## config.mk

```make
export PLATFORM = sky130hd
export DESIGN_NAME = swd_host_transaction_engine_core
export DESIGN_NICKNAME = d
export VERILOG_FILES = /design/src/swdhte_pkg.sv /design/src/swd_host_transaction_engine_core.sv /design/src/swdhte_apb_regs.sv /design/src/swdhte_bit_engine.sv
export SDC_FILE = /design/constraint.sdc
export NUM_CORES = 1
export LEC_CHECK = 0
export BUFFER_PORTS_ARGS = -buffer_cell sky130_fd_sc_hd__buf_2
export CAP_MARGIN = 25
export CORE_MARGIN = 4
export CORE_UTILIZATION = 35
export DETAILED_ROUTE_END_ITERATION = 7
export SYNTH_ARGS = -nofsm -noshare
export SYNTH_HDL_FRONTEND = slang
export SYNTH_SLANG_ARGS = --single-unit
```

## constraint.sdc

```tcl
create_clock -name clk -period 5.65 [get_ports clk]
set_input_delay 1.13 -clock clk [delete_from_list [all_inputs] [get_ports clk]]
set_output_delay 1.13 -clock clk [all_outputs]
set_load 0.01 [all_outputs]
```

## src/swdhte_pkg.sv

```systemverilog
// Shared types and constants for the SWD host transaction engine.
// No dependencies; used by every module of the block.
package swdhte_pkg;

	typedef enum logic [1:0] {
		ACT_TICK    = 2'd0,
		ACT_READ    = 2'd1,
		ACT_WRITE   = 2'd2,
		ACT_CONNECT = 2'd3
	} action_t;

	typedef enum logic [2:0] {
		ST_OK      = 3'd0,
		ST_WAIT    = 3'd1,
		ST_FAULT   = 3'd2,
		ST_PARITY  = 3'd3,
		ST_OTHER   = 3'd4
	} status_t;

	localparam logic [2:0] ACK_OK    = 3'b001;
	localparam logic [2:0] ACK_STALL = 3'b010;
	localparam logic [2:0] ACK_FAULT = 3'b100;

	localparam logic [15:0] JTAG_TO_SWD  = 16'hE79E;
	localparam logic [7:0]  CONNECT_BITS = 8'd152;
	localparam logic [7:0]  CONN_ONES_A  = 8'd64;
	localparam logic [7:0]  CONN_SEQ_END = 8'd80;
	localparam logic [7:0]  CONN_ONES_B  = 8'd144;
	localparam logic [7:0]  HDR_BITS     = 8'd8;
	localparam logic [7:0]  ACK_LEN      = 8'd3;
	localparam logic [7:0]  DATA_BITS    = 8'd32;

	// Register map: word index taken from paddr[2]
	localparam logic       REG_WAIT_RETRIES = 1'b0;
	localparam logic [3:0] WAIT_RETRIES_RST = 4'd4;

	typedef struct packed {
		action_t     action;
		logic        ap_not_dp;
		logic [1:0]  reg_addr;
		logic [31:0] write_data;
		logic        swdio_in;
	} item_t;

	typedef struct packed {
		logic        swdio_out;
		logic        swdio_oe;
		logic        done_res;
		status_t     status;
		logic [2:0]  ack_bits;
		logic [31:0] read_data;
	} result_t;

endpackage

```

## src/swd_host_transaction_engine_core.sv

```systemverilog
// SWD host transaction engine: top level with input register, bit engine and
// result register. Depends on swdhte_pkg, swdhte_apb_regs and swdhte_bit_engine.

// Each input transfer is one SWCLK bit period (tick) or a request (read, write,
// connect). The engine takes one transfer per clock unless stalled: a transfer
// is captured in the input register, then the bit engine updates its phase and
// shift registers from it and loads the result register, from which a tick's
// result is offered. The rate is set by the engine's state loop, which advances
// one bit per cycle while not stalled. Requests and idle ticks give no result;
// the input side stalls only while the result register holds a result that the
// sink has not taken. wait_retries is written over APB at word index 0 (paddr[2] clear).
module swd_host_transaction_engine_core (
	input  logic        clk,
	input  logic        arst_n,
	// tdata: ap_not_dp[0], reg_addr[2:1], write_data[34:3], swdio_in[35], zero[39:36]
	input  logic [39:0] s_tdata,
	// tuser: action[1:0]
	input  logic [1:0]  s_tuser,
	input  logic        s_tvalid,
	output logic        s_tready,
	// tdata: swdio_out[0], swdio_oe[1], ack_bits[4:2], read_data[36:5], zero[39:37]
	output logic [39:0] m_tdata,
	// tuser: status[2:0]
	output logic [2:0]  m_tuser,
	// tlast: done_res
	output logic        m_tlast,
	output logic        m_tvalid,
	input  logic        m_tready,
	input  logic        psel,
	input  logic        penable,
	input  logic        pwrite,
	input  logic [2:0]  paddr,
	input  logic [31:0] pwdata,
	output logic [31:0] prdata,
	output logic        pready
);

	swdhte_pkg::item_t   item_in, item_s1;
	swdhte_pkg::result_t eng_res, res_q;
	logic                valid_s1;
	logic                m_tvalid_q;
	logic                out_free;
	logic                step_en;
	logic                eng_valid;
	logic [3:0]          wait_retries;

	assign item_in.action     = swdhte_pkg::action_t'(s_tuser);
	assign item_in.ap_not_dp  = s_tdata[0];
	assign item_in.reg_addr   = s_tdata[2:1];
	assign item_in.write_data = s_tdata[34:3];
	assign item_in.swdio_in   = s_tdata[35];

	assign out_free = !m_tvalid_q || m_tready;
	assign step_en  = valid_s1 && out_free;
	assign s_tready = !valid_s1 || out_free;

	swdhte_apb_regs u_regs (
		.clk          (clk),
		.arst_n       (arst_n),
		.psel         (psel),
		.penable      (penable),
		.pwrite       (pwrite),
		.paddr        (paddr),
		.pwdata       (pwdata),
		.prdata       (prdata),
		.pready       (pready),
		.wait_retries (wait_retries)
	);

	swdhte_bit_engine u_engine (
		.clk          (clk),
		.arst_n       (arst_n),
		.step_en      (step_en),
		.item         (item_s1),
		.wait_retries (wait_retries),
		.res_valid    (eng_valid),
		.res          (eng_res)
	);

	// input register
	always_ff @(posedge clk or negedge arst_n) begin
		if (!arst_n) begin
			valid_s1 <= 1'b0;
		end else if (s_tready) begin
			valid_s1 <= s_tvalid;
		end
	end

	always_ff @(posedge clk) begin
		if (s_tready && s_tvalid) begin
			item_s1 <= item_in;
		end
	end

	// result register: load on a producing step, drop once taken
	always_ff @(posedge clk or negedge arst_n) begin
		if (!arst_n) begin
			m_tvalid_q <= 1'b0;
		end else if (out_free) begin
			m_tvalid_q <= step_en && eng_valid;
		end
	end

	always_ff @(posedge clk) begin
		if (step_en && eng_valid) begin
			res_q <= eng_res;
		end
	end

	assign m_tvalid = m_tvalid_q;
	assign m_tlast  = res_q.done_res;
	assign m_tuser  = res_q.status;
	assign m_tdata  = {3'b000, res_q.read_data, res_q.ack_bits, res_q.swdio_oe,
		res_q.swdio_out};

`ifndef SYNTHESIS
	a_accept_loads_s1: assert property (@(posedge clk) disable iff (!arst_n)
		s_tvalid && s_tready |=> valid_s1)
		else $error("accepted transfer not held in input register");

	a_s1_holds_on_stall: assert property (@(posedge clk) disable iff (!arst_n)
		valid_s1 && !out_free |=> valid_s1 && $stable(item_s1))
		else $error("input register lost a stalled transfer");

	a_released_line_low: assert property (@(posedge clk) disable iff (!arst_n)
		m_tvalid && !m_tdata[1] |-> !m_tdata[0])
		else $error("swdio_out high while line released");

	a_fields_zero_not_done: assert property (@(posedge clk) disable iff (!arst_n)
		m_tvalid && !m_tlast |-> m_tuser == 3'd0 && m_tdata[36:2] == 35'd0)
		else $error("status or data fields set outside done");
`endif

endmodule

```

## src/swdhte_apb_regs.sv

```systemverilog
// APB configuration register for the SWD host engine (wait_retries).
// Depends on swdhte_pkg for the register map and reset value.
module swdhte_apb_regs (
	input  logic        clk,
	input  logic        arst_n,
	input  logic        psel,
	input  logic        penable,
	input  logic        pwrite,
	input  logic [2:0]  paddr,
	input  logic [31:0] pwdata,
	output logic [31:0] prdata,
	output logic        pready,
	output logic [3:0]  wait_retries
);

	logic [3:0] wait_retries_q;
	logic       wr_en;

	assign pready = 1'b1;
	assign wr_en  = psel & penable & pwrite & pready;

	always_ff @(posedge clk or negedge arst_n) begin
		if (!arst_n) begin
			wait_retries_q <= swdhte_pkg::WAIT_RETRIES_RST;
		end else if (wr_en && paddr[2] == swdhte_pkg::REG_WAIT_RETRIES) begin
			wait_retries_q <= pwdata[3:0];
		end
	end

	always_comb begin
		prdata = '0;
		if (paddr[2] == swdhte_pkg::REG_WAIT_RETRIES) begin
			prdata = {28'd0, wait_retries_q};
		end
	end

	assign wait_retries = wait_retries_q;

endmodule

```

## src/swdhte_bit_engine.sv

```systemverilog
// SWD bit engine: phase sequencer, shift registers and per-tick result logic.
// Depends on swdhte_pkg for item/result types, ACK and status codes.
module swdhte_bit_engine (
	input  logic                clk,
	input  logic                arst_n,
	input  logic                step_en,
	input  swdhte_pkg::item_t   item,
	input  logic [3:0]          wait_retries,
	output logic                res_valid,
	output swdhte_pkg::result_t res
);

	typedef enum logic [3:0] {
		PH_IDLE      = 4'd0,
		PH_CONN      = 4'd1,
		PH_HDR       = 4'd2,
		PH_TRN_A     = 4'd3,
		PH_ACK       = 4'd4,
		PH_TRN_RETRY = 4'd5,
		PH_TRN_FAIL  = 4'd6,
		PH_TRN_W     = 4'd7,
		PH_WDATA     = 4'd8,
		PH_WPAR      = 4'd9,
		PH_RDATA     = 4'd10,
		PH_RPAR      = 4'd11,
		PH_TRN_R     = 4'd12
	} phase_t;

	phase_t      phase_q, phase_d;
	logic [7:0]  bit_count_q, bit_count_d, bc_inc;
	logic [31:0] shift_word_q, shift_word_d;
	logic [31:0] held_wr_q, held_wr_d;
	logic [3:0]  held_req_q, held_req_d;
	logic [2:0]  ack_shift_q, ack_shift_d, ack_next;
	logic [3:0]  attempt_q, attempt_d;
	logic        parity_q, parity_d;
	logic [7:0]  hdr;
	logic        din;

	assign din    = item.swdio_in;
	assign bc_inc = bit_count_q + 8'd1;
	assign ack_next = ack_shift_q | (3'(din) << bit_count_q[1:0]);

	// held_req: bit0 APnDP, bit1 A2, bit2 A3, bit3 RnW
	assign hdr = {1'b1, 1'b0,
		held_req_q[0] ^ held_req_q[3] ^ held_req_q[1] ^ held_req_q[2],
		held_req_q[2], held_req_q[1], held_req_q[3], held_req_q[0], 1'b1};

	always_comb begin
		phase_d      = phase_q;
		bit_count_d  = bit_count_q;
		shift_word_d = shift_word_q;
		held_wr_d    = held_wr_q;
		held_req_d   = held_req_q;
		ack_shift_d  = ack_shift_q;
		attempt_d    = attempt_q;
		parity_d     = parity_q;
		res          = '0;
		res.status   = swdhte_pkg::ST_OK;
		res_valid    = 1'b0;

		if (item.action != swdhte_pkg::ACT_TICK) begin
			// requests load only an idle engine and never give a result
			if (phase_q == PH_IDLE) begin
				bit_count_d  = '0;
				shift_word_d = '0;
				ack_shift_d  = '0;
				attempt_d    = '0;
				parity_d     = 1'b0;
				if (item.action == swdhte_pkg::ACT_CONNECT) begin
					phase_d   = PH_CONN;
					held_wr_d = '0;
				end else begin
					phase_d    = PH_HDR;
					held_req_d = {item.action == swdhte_pkg::ACT_READ,
						item.reg_addr, item.ap_not_dp};
					held_wr_d  = (item.action == swdhte_pkg::ACT_WRITE) ?
						item.write_data : '0;
				end
			end
		end else begin
			case (phase_q)
				PH_IDLE: begin
				end
				PH_CONN: begin
					res_valid    = 1'b1;
					res.swdio_oe = 1'b1;
					if (bit_count_q < swdhte_pkg::CONN_ONES_A) begin
						res.swdio_out = 1'b1;
					end else if (bit_count_q < swdhte_pkg::CONN_SEQ_END) begin
						res.swdio_out = swdhte_pkg::JTAG_TO_SWD[bit_count_q[3:0]];
					end else if (bit_count_q < swdhte_pkg::CONN_ONES_B) begin
						res.swdio_out = 1'b1;
					end else begin
						res.swdio_out = 1'b0;
					end
					bit_count_d = bc_inc;
					if (bc_inc >= swdhte_pkg::CONNECT_BITS) begin
						res.done_res = 1'b1;
						phase_d      = PH_IDLE;
						bit_count_d  = '0;
					end
				end
				PH_HDR: begin
					res_valid     = 1'b1;
					res.swdio_oe  = 1'b1;
					res.swdio_out = hdr[bit_count_q[2:0]];
					bit_count_d   = bc_inc;
					if (bc_inc >= swdhte_pkg::HDR_BITS) begin
						phase_d     = PH_TRN_A;
						bit_count_d = '0;
					end
				end
				PH_TRN_A: begin
					res_valid   = 1'b1;
					ack_shift_d = '0;
					phase_d     = PH_ACK;
					bit_count_d = '0;
				end
				PH_ACK: begin
					res_valid   = 1'b1;
					ack_shift_d = ack_next;
					bit_count_d = bc_inc;
					if (bc_inc >= swdhte_pkg::ACK_LEN) begin
						bit_count_d = '0;
						if (ack_next == swdhte_pkg::ACK_STALL && attempt_q < wait_retries) begin
							phase_d = PH_TRN_RETRY;
						end else if (ack_next != swdhte_pkg::ACK_OK) begin
							phase_d = PH_TRN_FAIL;
						end else if (held_req_q[3]) begin
							phase_d      = PH_RDATA;
							shift_word_d = '0;
							parity_d     = 1'b0;
						end else begin
							phase_d = PH_TRN_W;
						end
					end
				end
				PH_TRN_RETRY: begin
					res_valid   = 1'b1;
					attempt_d   = attempt_q + 4'd1;
					phase_d     = PH_HDR;
					bit_count_d = '0;
				end
				PH_TRN_FAIL: begin
					res_valid    = 1'b1;
					res.done_res = 1'b1;
					res.ack_bits = ack_shift_q;
					if (ack_shift_q == swdhte_pkg::ACK_STALL) begin
						res.status = swdhte_pkg::ST_WAIT;
					end else if (ack_shift_q == swdhte_pkg::ACK_FAULT) begin
						res.status = swdhte_pkg::ST_FAULT;
					end else begin
						res.status = swdhte_pkg::ST_OTHER;
					end
					phase_d = PH_IDLE;
				end
				PH_TRN_W: begin
					res_valid   = 1'b1;
					phase_d     = PH_WDATA;
					bit_count_d = '0;
				end
				PH_WDATA: begin
					res_valid     = 1'b1;
					res.swdio_oe  = 1'b1;
					res.swdio_out = held_wr_q[bit_count_q[4:0]];
					bit_count_d   = bc_inc;
					if (bc_inc >= swdhte_pkg::DATA_BITS) begin
						phase_d     = PH_WPAR;
						bit_count_d = '0;
					end
				end
				PH_WPAR: begin
					res_valid     = 1'b1;
					res.swdio_oe  = 1'b1;
					res.swdio_out = ^held_wr_q;
					res.done_res  = 1'b1;
					res.ack_bits  = ack_shift_q;
					phase_d       = PH_IDLE;
				end
				PH_RDATA: begin
					res_valid    = 1'b1;
					shift_word_d = {din, shift_word_q[31:1]};
					parity_d     = parity_q ^ din;
					bit_count_d  = bc_inc;
					if (bc_inc >= swdhte_pkg::DATA_BITS) begin
						phase_d     = PH_RPAR;
						bit_count_d = '0;
					end
				end
				PH_RPAR: begin
					res_valid = 1'b1;
					parity_d  = parity_q ^ din;
					phase_d   = PH_TRN_R;
				end
				PH_TRN_R: begin
					res_valid     = 1'b1;
					res.done_res  = 1'b1;
					res.ack_bits  = ack_shift_q;
					res.status    = parity_q ? swdhte_pkg::ST_PARITY : swdhte_pkg::ST_OK;
					res.read_data = shift_word_q;
					phase_d       = PH_IDLE;
				end
				default: begin
					phase_d     = PH_IDLE;
					bit_count_d = '0;
				end
			endcase
		end
	end

	always_ff @(posedge clk or negedge arst_n) begin
		if (!arst_n) begin
			phase_q      <= PH_IDLE;
			bit_count_q  <= '0;
			shift_word_q <= '0;
			held_wr_q    <= '0;
			held_req_q   <= '0;
			ack_shift_q  <= '0;
			attempt_q    <= '0;
			parity_q     <= 1'b0;
		end else if (step_en) begin
			phase_q      <= phase_d;
			bit_count_q  <= bit_count_d;
			shift_word_q <= shift_word_d;
			held_wr_q    <= held_wr_d;
			held_req_q   <= held_req_d;
			ack_shift_q  <= ack_shift_d;
			attempt_q    <= attempt_d;
			parity_q     <= parity_d;
		end
	end

endmodule
```

Yosys cells after proc, flatten, opt, wreduce, memory -nomap -nowiden
Memories as Yosys holds them, arrays and structs flattened.
Index checks and enable logic that the tools add are counted.
Widths: inputs -> output; s select.

cells by class
  reduce and logical (&&, ||, !) cells = 31
  $lt $le $gt $ge = 11
  $add $sub $neg = 2
  shift operators = 1
  multiplexer cells = 59
  equality and inequality tests = 30
  bitwise operators = 11

operators by type and width
  kind                 count
  $mux 32              8
  $pmux 32 s2          1
  $mux 4               14
  $mux 8               6
  $pmux 4 s10          1
  $pmux 8 s5           1
  $reduce_xor 32->1    1
  $ne 3x1->1 const B   7
  $eq 4x4->1 const B   5
  $eq 4x3->1 const B   4
  $lt 8x7->1 const B   2
  $mux 1               15
  $reduce_and 7->1     2
  $mux 3               4
  $pmux 3 s2           2
  $reduce_and 3->1     4
  $reduce_or 12->1     1
  $reduce_bool 3->1    3
  $add 8x1->8 const B  1
  $eq 4x2->1 const B   2
  $ge 8x2->1 const B   1
  $ge 8x4->1 const B   1
  $ge 8x6->1 const B   1
  $ge 8x8->1 const B   1
  other kinds (34)     57

storage, ports and cells
  bits in read-only memories = 16
  memories kept = 1
  register bits = 173
  logic and storage cells = 168
  output and inout port bits = 79
  input port bits = 84

memories
  name              depth  width  rd ports  clocked after Yosys merged registers in  wr ports  line                     source
  (name not given)  16     1      1         0                                        0         swdhte_bit_engine.sv:91  res.swdio_out = swdhte_pkg::JTAG_TO_SWD[bit_count_q[3:0]];

Depth between registers and ports, before layout
  depth in word-level cells = 8
  gate-level depth with buffers = 9
  gate-level depth less buffers = 8

Modules after synthesis
From an unflattened synthesis, not the netlist that was laid out.

unflattened totals
  cell total of the unflattened synthesis = 733
  area, all modules = 8,582.0 um2

by module, submodules not included
  module                            sequential area each (um2)  cells each  area an instance (um2)  times used
  swdhte_bit_engine                 2,202.1                     596         5,641.7                 1
  swd_host_transaction_engine_core  2,422.3                     93          2,509.9                 1
  swdhte_apb_regs                   101.3                       44          430.4                   1

Least setup slack after synthesis
No wires, ideal clock.

  kind = in2reg
  from = in m_tready
  to = reg res_q, in the netlist m_tdata[0] (enable)
  path buffers = 0
  arrival = 3.249 ns
  stages on the path = 4
  library setup time = 0.439 ns
  data required time = 5.211 ns
  path slack = 1.962 ns
  cell sequence = nand2b_1 and2_1 nand2_1 nor2_1

between the ends
  longest elaborated chain between the ends = 3

ends and longest elaborated chain
  item                  line                                     source
  start, declared       swd_host_transaction_engine_core.sv:28   input logic m_tready,
  $logic_or 1x1->1      swd_host_transaction_engine_core.sv:53   assign out_free = !m_tvalid_q || m_tready;
  $logic_and 1x1->1     swd_host_transaction_engine_core.sv:54   assign step_en = valid_s1 && out_free;
  $logic_and 1x1->1     swd_host_transaction_engine_core.sv:105  if (step_en && eng_valid) begin
  end signal, assigned  swd_host_transaction_engine_core.sv:106  res_q <= eng_res;
  end, declared         swd_host_transaction_engine_core.sv:39   swdhte_pkg::result_t eng_res, res_q;

Every way passes these cells.
A chain may end at the register's enable or synchronous reset.

Worst setup path after layout
  from = reg u_engine.bit_count_q[0]
  to = reg u_engine.shift_word_q[15]

between the ends
  longest elaborated chain between the ends = 6
  elaborated cells between the ends (all ways) = 11
  classes of those cells = add/sub: 1; order compare: 1; eq/ne: 5; shift: 1; bitwise: 1; reduce/logical: 2

ends and longest elaborated chain
  item                                                                 line                      source
  start, declared                                                      swdhte_bit_engine.sv:30   logic [7:0] bit_count_q, bit_count_d, bc_inc;
  start signal, assigned                                               swdhte_bit_engine.sv:224  bit_count_q <= bit_count_d;
  parallel branches: the longest is 5 deep, another holds $add 8x1->8  -
  $reduce_and 7->1 (no line) *                                         -
  end signal, assigned                                                 swdhte_bit_engine.sv:225  shift_word_q <= shift_word_d;
  end, declared                                                        swdhte_bit_engine.sv:31   logic [31:0] shift_word_q, shift_word_d;

Mark *: on every way between the ends.

==> impl_metrics.ini <==
[clock_tree]
clk_pin_slew_worst_paths_ns = 0.07
clock_sinks = 173
postCtsSetupRepairBufs = 0
root_buffer = clkbuf_16
cts_tree = yes
ctsResizeCount = 0
cts.path.max_buffers = 2
cts-hold-fix-buffers = 0
insertion_delay_ns = 0.44
cts_max_level = 4
numCtsBuffers = 17

[global_routing]
grt_pass1_vias = 5117
antenna_found_initial = 0
overflow = 0
grt_first_pass_wirelength_um = 26800
grt_max_degree = 50
grtUsageTotal_pct = 12.8

[critical_path]
path_class = flip-flop to flip-flop
r2r_end = u_engine.shift_word_q[15]
path_max_fanout = 22
r2r_start = u_engine.bit_count_q[0]
reg2regPathDepth = 8
crit_path_end_kind = flip-flop
arrival_ns = 3.88
rrSetupSlack_ns = 2.09
startpoint_type = flip-flop
worstPathRequired_ns = 5.97

[drt]
drtAntennaViolNets = 0
drt-initial-drc-count = 496
drc = 0
via_per_inst = 4.95
drtPass1Iterations = 5
wirelength_um = 16300
routedWlPerCell_um = 15.2
vias = 5320

[timing]
worstMarginPinSlew_ns = 0.964
drv_slew = 0
min_period_over_period_pct = 63.0
skew_ns = 0.0233
tns_ns = 0
finalSetupViolCount = 0
final-hold-violation-count = 0
timing.fmax_mhz = 281
fin_crit_ns = 3.56
rsz0062_at_grt = false
relSlewSlack_pct = 35.7

[synthesis]
synth-main-ff-cell = dfrtp_1
yosysTopAreaCellShare_pct = 29.2
yosysWarnings = 0
syn_area_sq_mm = 0.00813
synth_cells = 667
netlist_top_cells_area = edfxtp_1, dfrtp_1, a22o_1
synth-edff-count = 79
synth_top_cell_by_area = edfxtp_1
syn_area_per_cell_sq_um = 12.2
ys_ff_latch = 173
yosys.cell_count.top_type = dfrtp_1
async_reset_ff_share_pct = 54.3
synth_common_cells = dfrtp_1, edfxtp_1, a22o_1, nand2_1, and2_1
synth-seq-area-share_pct = 58.1
yosysUniqueCellTypes = 64

[final_layout]
layout.nets = 841
final_area_sq_mm = 0.00943
antennaDiodeCount = 0
area_delta_synth_final_pct = 15.9
drive_gt1_share_pct = 21.5

[worst_hold_path]
hold_depth = 1
hold_path.class = flip-flop to flip-flop
hold_end = u_engine.held_wr_q[31]
hold_start = item_s1[32]

[floorplanning]
die_w_um = 160
start_util_pct = 35.7
die_h_um = 160
pin_count = 163
die_area_sq_mm = 0.0257
num_rows = 55
core_sq_mm = 0.0228

[job]
max-cap-violations = 0

[place]
place_area_sq_mm = 0.00880
port-buffer-count = 96
hpwl_um = 11000
place_congestion = 0.894

[power]
ir_drop_uv = 255
powerDensity_mw_per_mm2 = 436
p_leak_uw = 0.00393

[outcome]
outcome = finished clean
routing by layer:
metal / vias to the layer above / global-route usage [%] / wire (um)
li1: 2572 / - / -
met1: 2559 / 17.7 / 7650
met2: 168 / 19.2 / 7400
met3: 21 / 3.64 / 936
met4: 0 / 4.93 / 333
met5: - / 0 / 0
through the flow:
stage                     worst slack (ns)  instances  util [%]  hold WS (ns)  total power, uW
after floorplan                       1.96        697         -         0.443             2660
after global placement                1.98       1039      38.4         0.447             2930
after detailed placement              1.99       1041      38.6         0.448             2960
after CTS                             1.96       1073      41.3         0.461             4160
after global routing                  1.85       1075      41.4         0.464             4360
final                                 2.09       1075      41.4         0.461             4110
cell families (layout without fill, tap and decap cells):
logic type / count (synthesis) / in the layout / synth area share (%)
AND/OR/NAND/NOR: 191 / 191 / 12.4
flip-flops: 173 / 173 / 58.1
AO/OA/AOI/OAI: 151 / 151 / 14.5
buffers and inverters: 83 / 148 / 5.63
XOR/XNOR: 38 / 38 / 4.09
multiplexers: 21 / 21 / 3.96
adder cells (fa/ha/maj): 8 / 8 / 1.23
other: 2 / 32 / 0.0924
area by class of cell:
class,count,area (sq um)
clock buffers,18,439
clock inverters,14,169
fillers,2140,13400
inverters,12,45.0
multi-input cells,441,3080
flip-flops and latches,173,4730
well taps,313,392
repair buffers,104,579
report_power, final:
part | total (uW) | internal, uW | switching [uW] | leakage [uW]
logic | 1190 | 600 | 589 | 0.00162
clock network | 1190 | 644 | 544 | 0.000298
registers | 1730 | 1500 | 231 | 0.00201
sequential cells by signal, indices dropped and copies added, names as in the netlist, 3 cells and up:
name                   count
item_s1                   38
m_tdata                   37
u_engine.held_wr_q        32
u_engine.shift_word_q     32
u_engine.bit_count_q       8
u_engine.attempt_q         4
u_engine.held_req_q        4
u_engine.phase_q           4
u_regs.wait_retries        4
m_tuser                    3
u_engine.ack_shift_q       3
layout by cell type, fill, tap and decap left out, types with 3 or more instances in the layout:
cell type,instances
a32o_1,3
mux4_2,8
clkbuf_16,17
xor2_1,5
o21ai_0,23
o21a_1,5
a2111oi_0,3
and3_1,4
conb_1,32
xnor2_1,33
o31ai_1,3
mux2_2,9
a311oi_1,3
a32oi_1,3
nor2_1,32
mux2i_1,4
nor2b_1,9
a21oi_1,8
nor3b_1,3
nand2_1,44
ha_1,8
inv_8,4
inv_1,12
o221ai_1,6
buf_2,95
a22o_1,64
edfxtp_1,79
clkinv_4,5
and4_1,4
nand2b_1,8
nand4_1,3
buf_4,5
and2_1,37
nor3_1,20
nand3_1,6
dfrtp_1,93
nor4_1,5
a31oi_1,6
a21o_1,4
critical path, cell delays in order, from the launching register on:
cell	delay (ns)
dfrtp_1	0.98
ha_1	0.43
or3_1	0.14
o21ai_0	0.07
a31oi_1	0.52
o21bai_1	0.22
a2111o_1	0.64
buf_8	0.25
a22o_1	0.19
how the worst max path moves through the flow:
stage	slack, ns	to	start	cells after the start
after floorplan	1.96	m_tdata[0]	m_tready	4
after global placement	1.98	u_engine.shift_word_q[21]	u_engine.bit_count_q[0]	7
after detailed placement	1.99	u_engine.shift_word_q[7]	u_engine.bit_count_q[0]	7
after CTS	1.96	u_engine.shift_word_q[15]	u_engine.bit_count_q[0]	7
after global routing	1.85	u_engine.shift_word_q[21]	u_engine.bit_count_q[0]	8
final	2.09	u_engine.shift_word_q[15]	u_engine.bit_count_q[0]	8
Power figures use the tool's default switching activity.
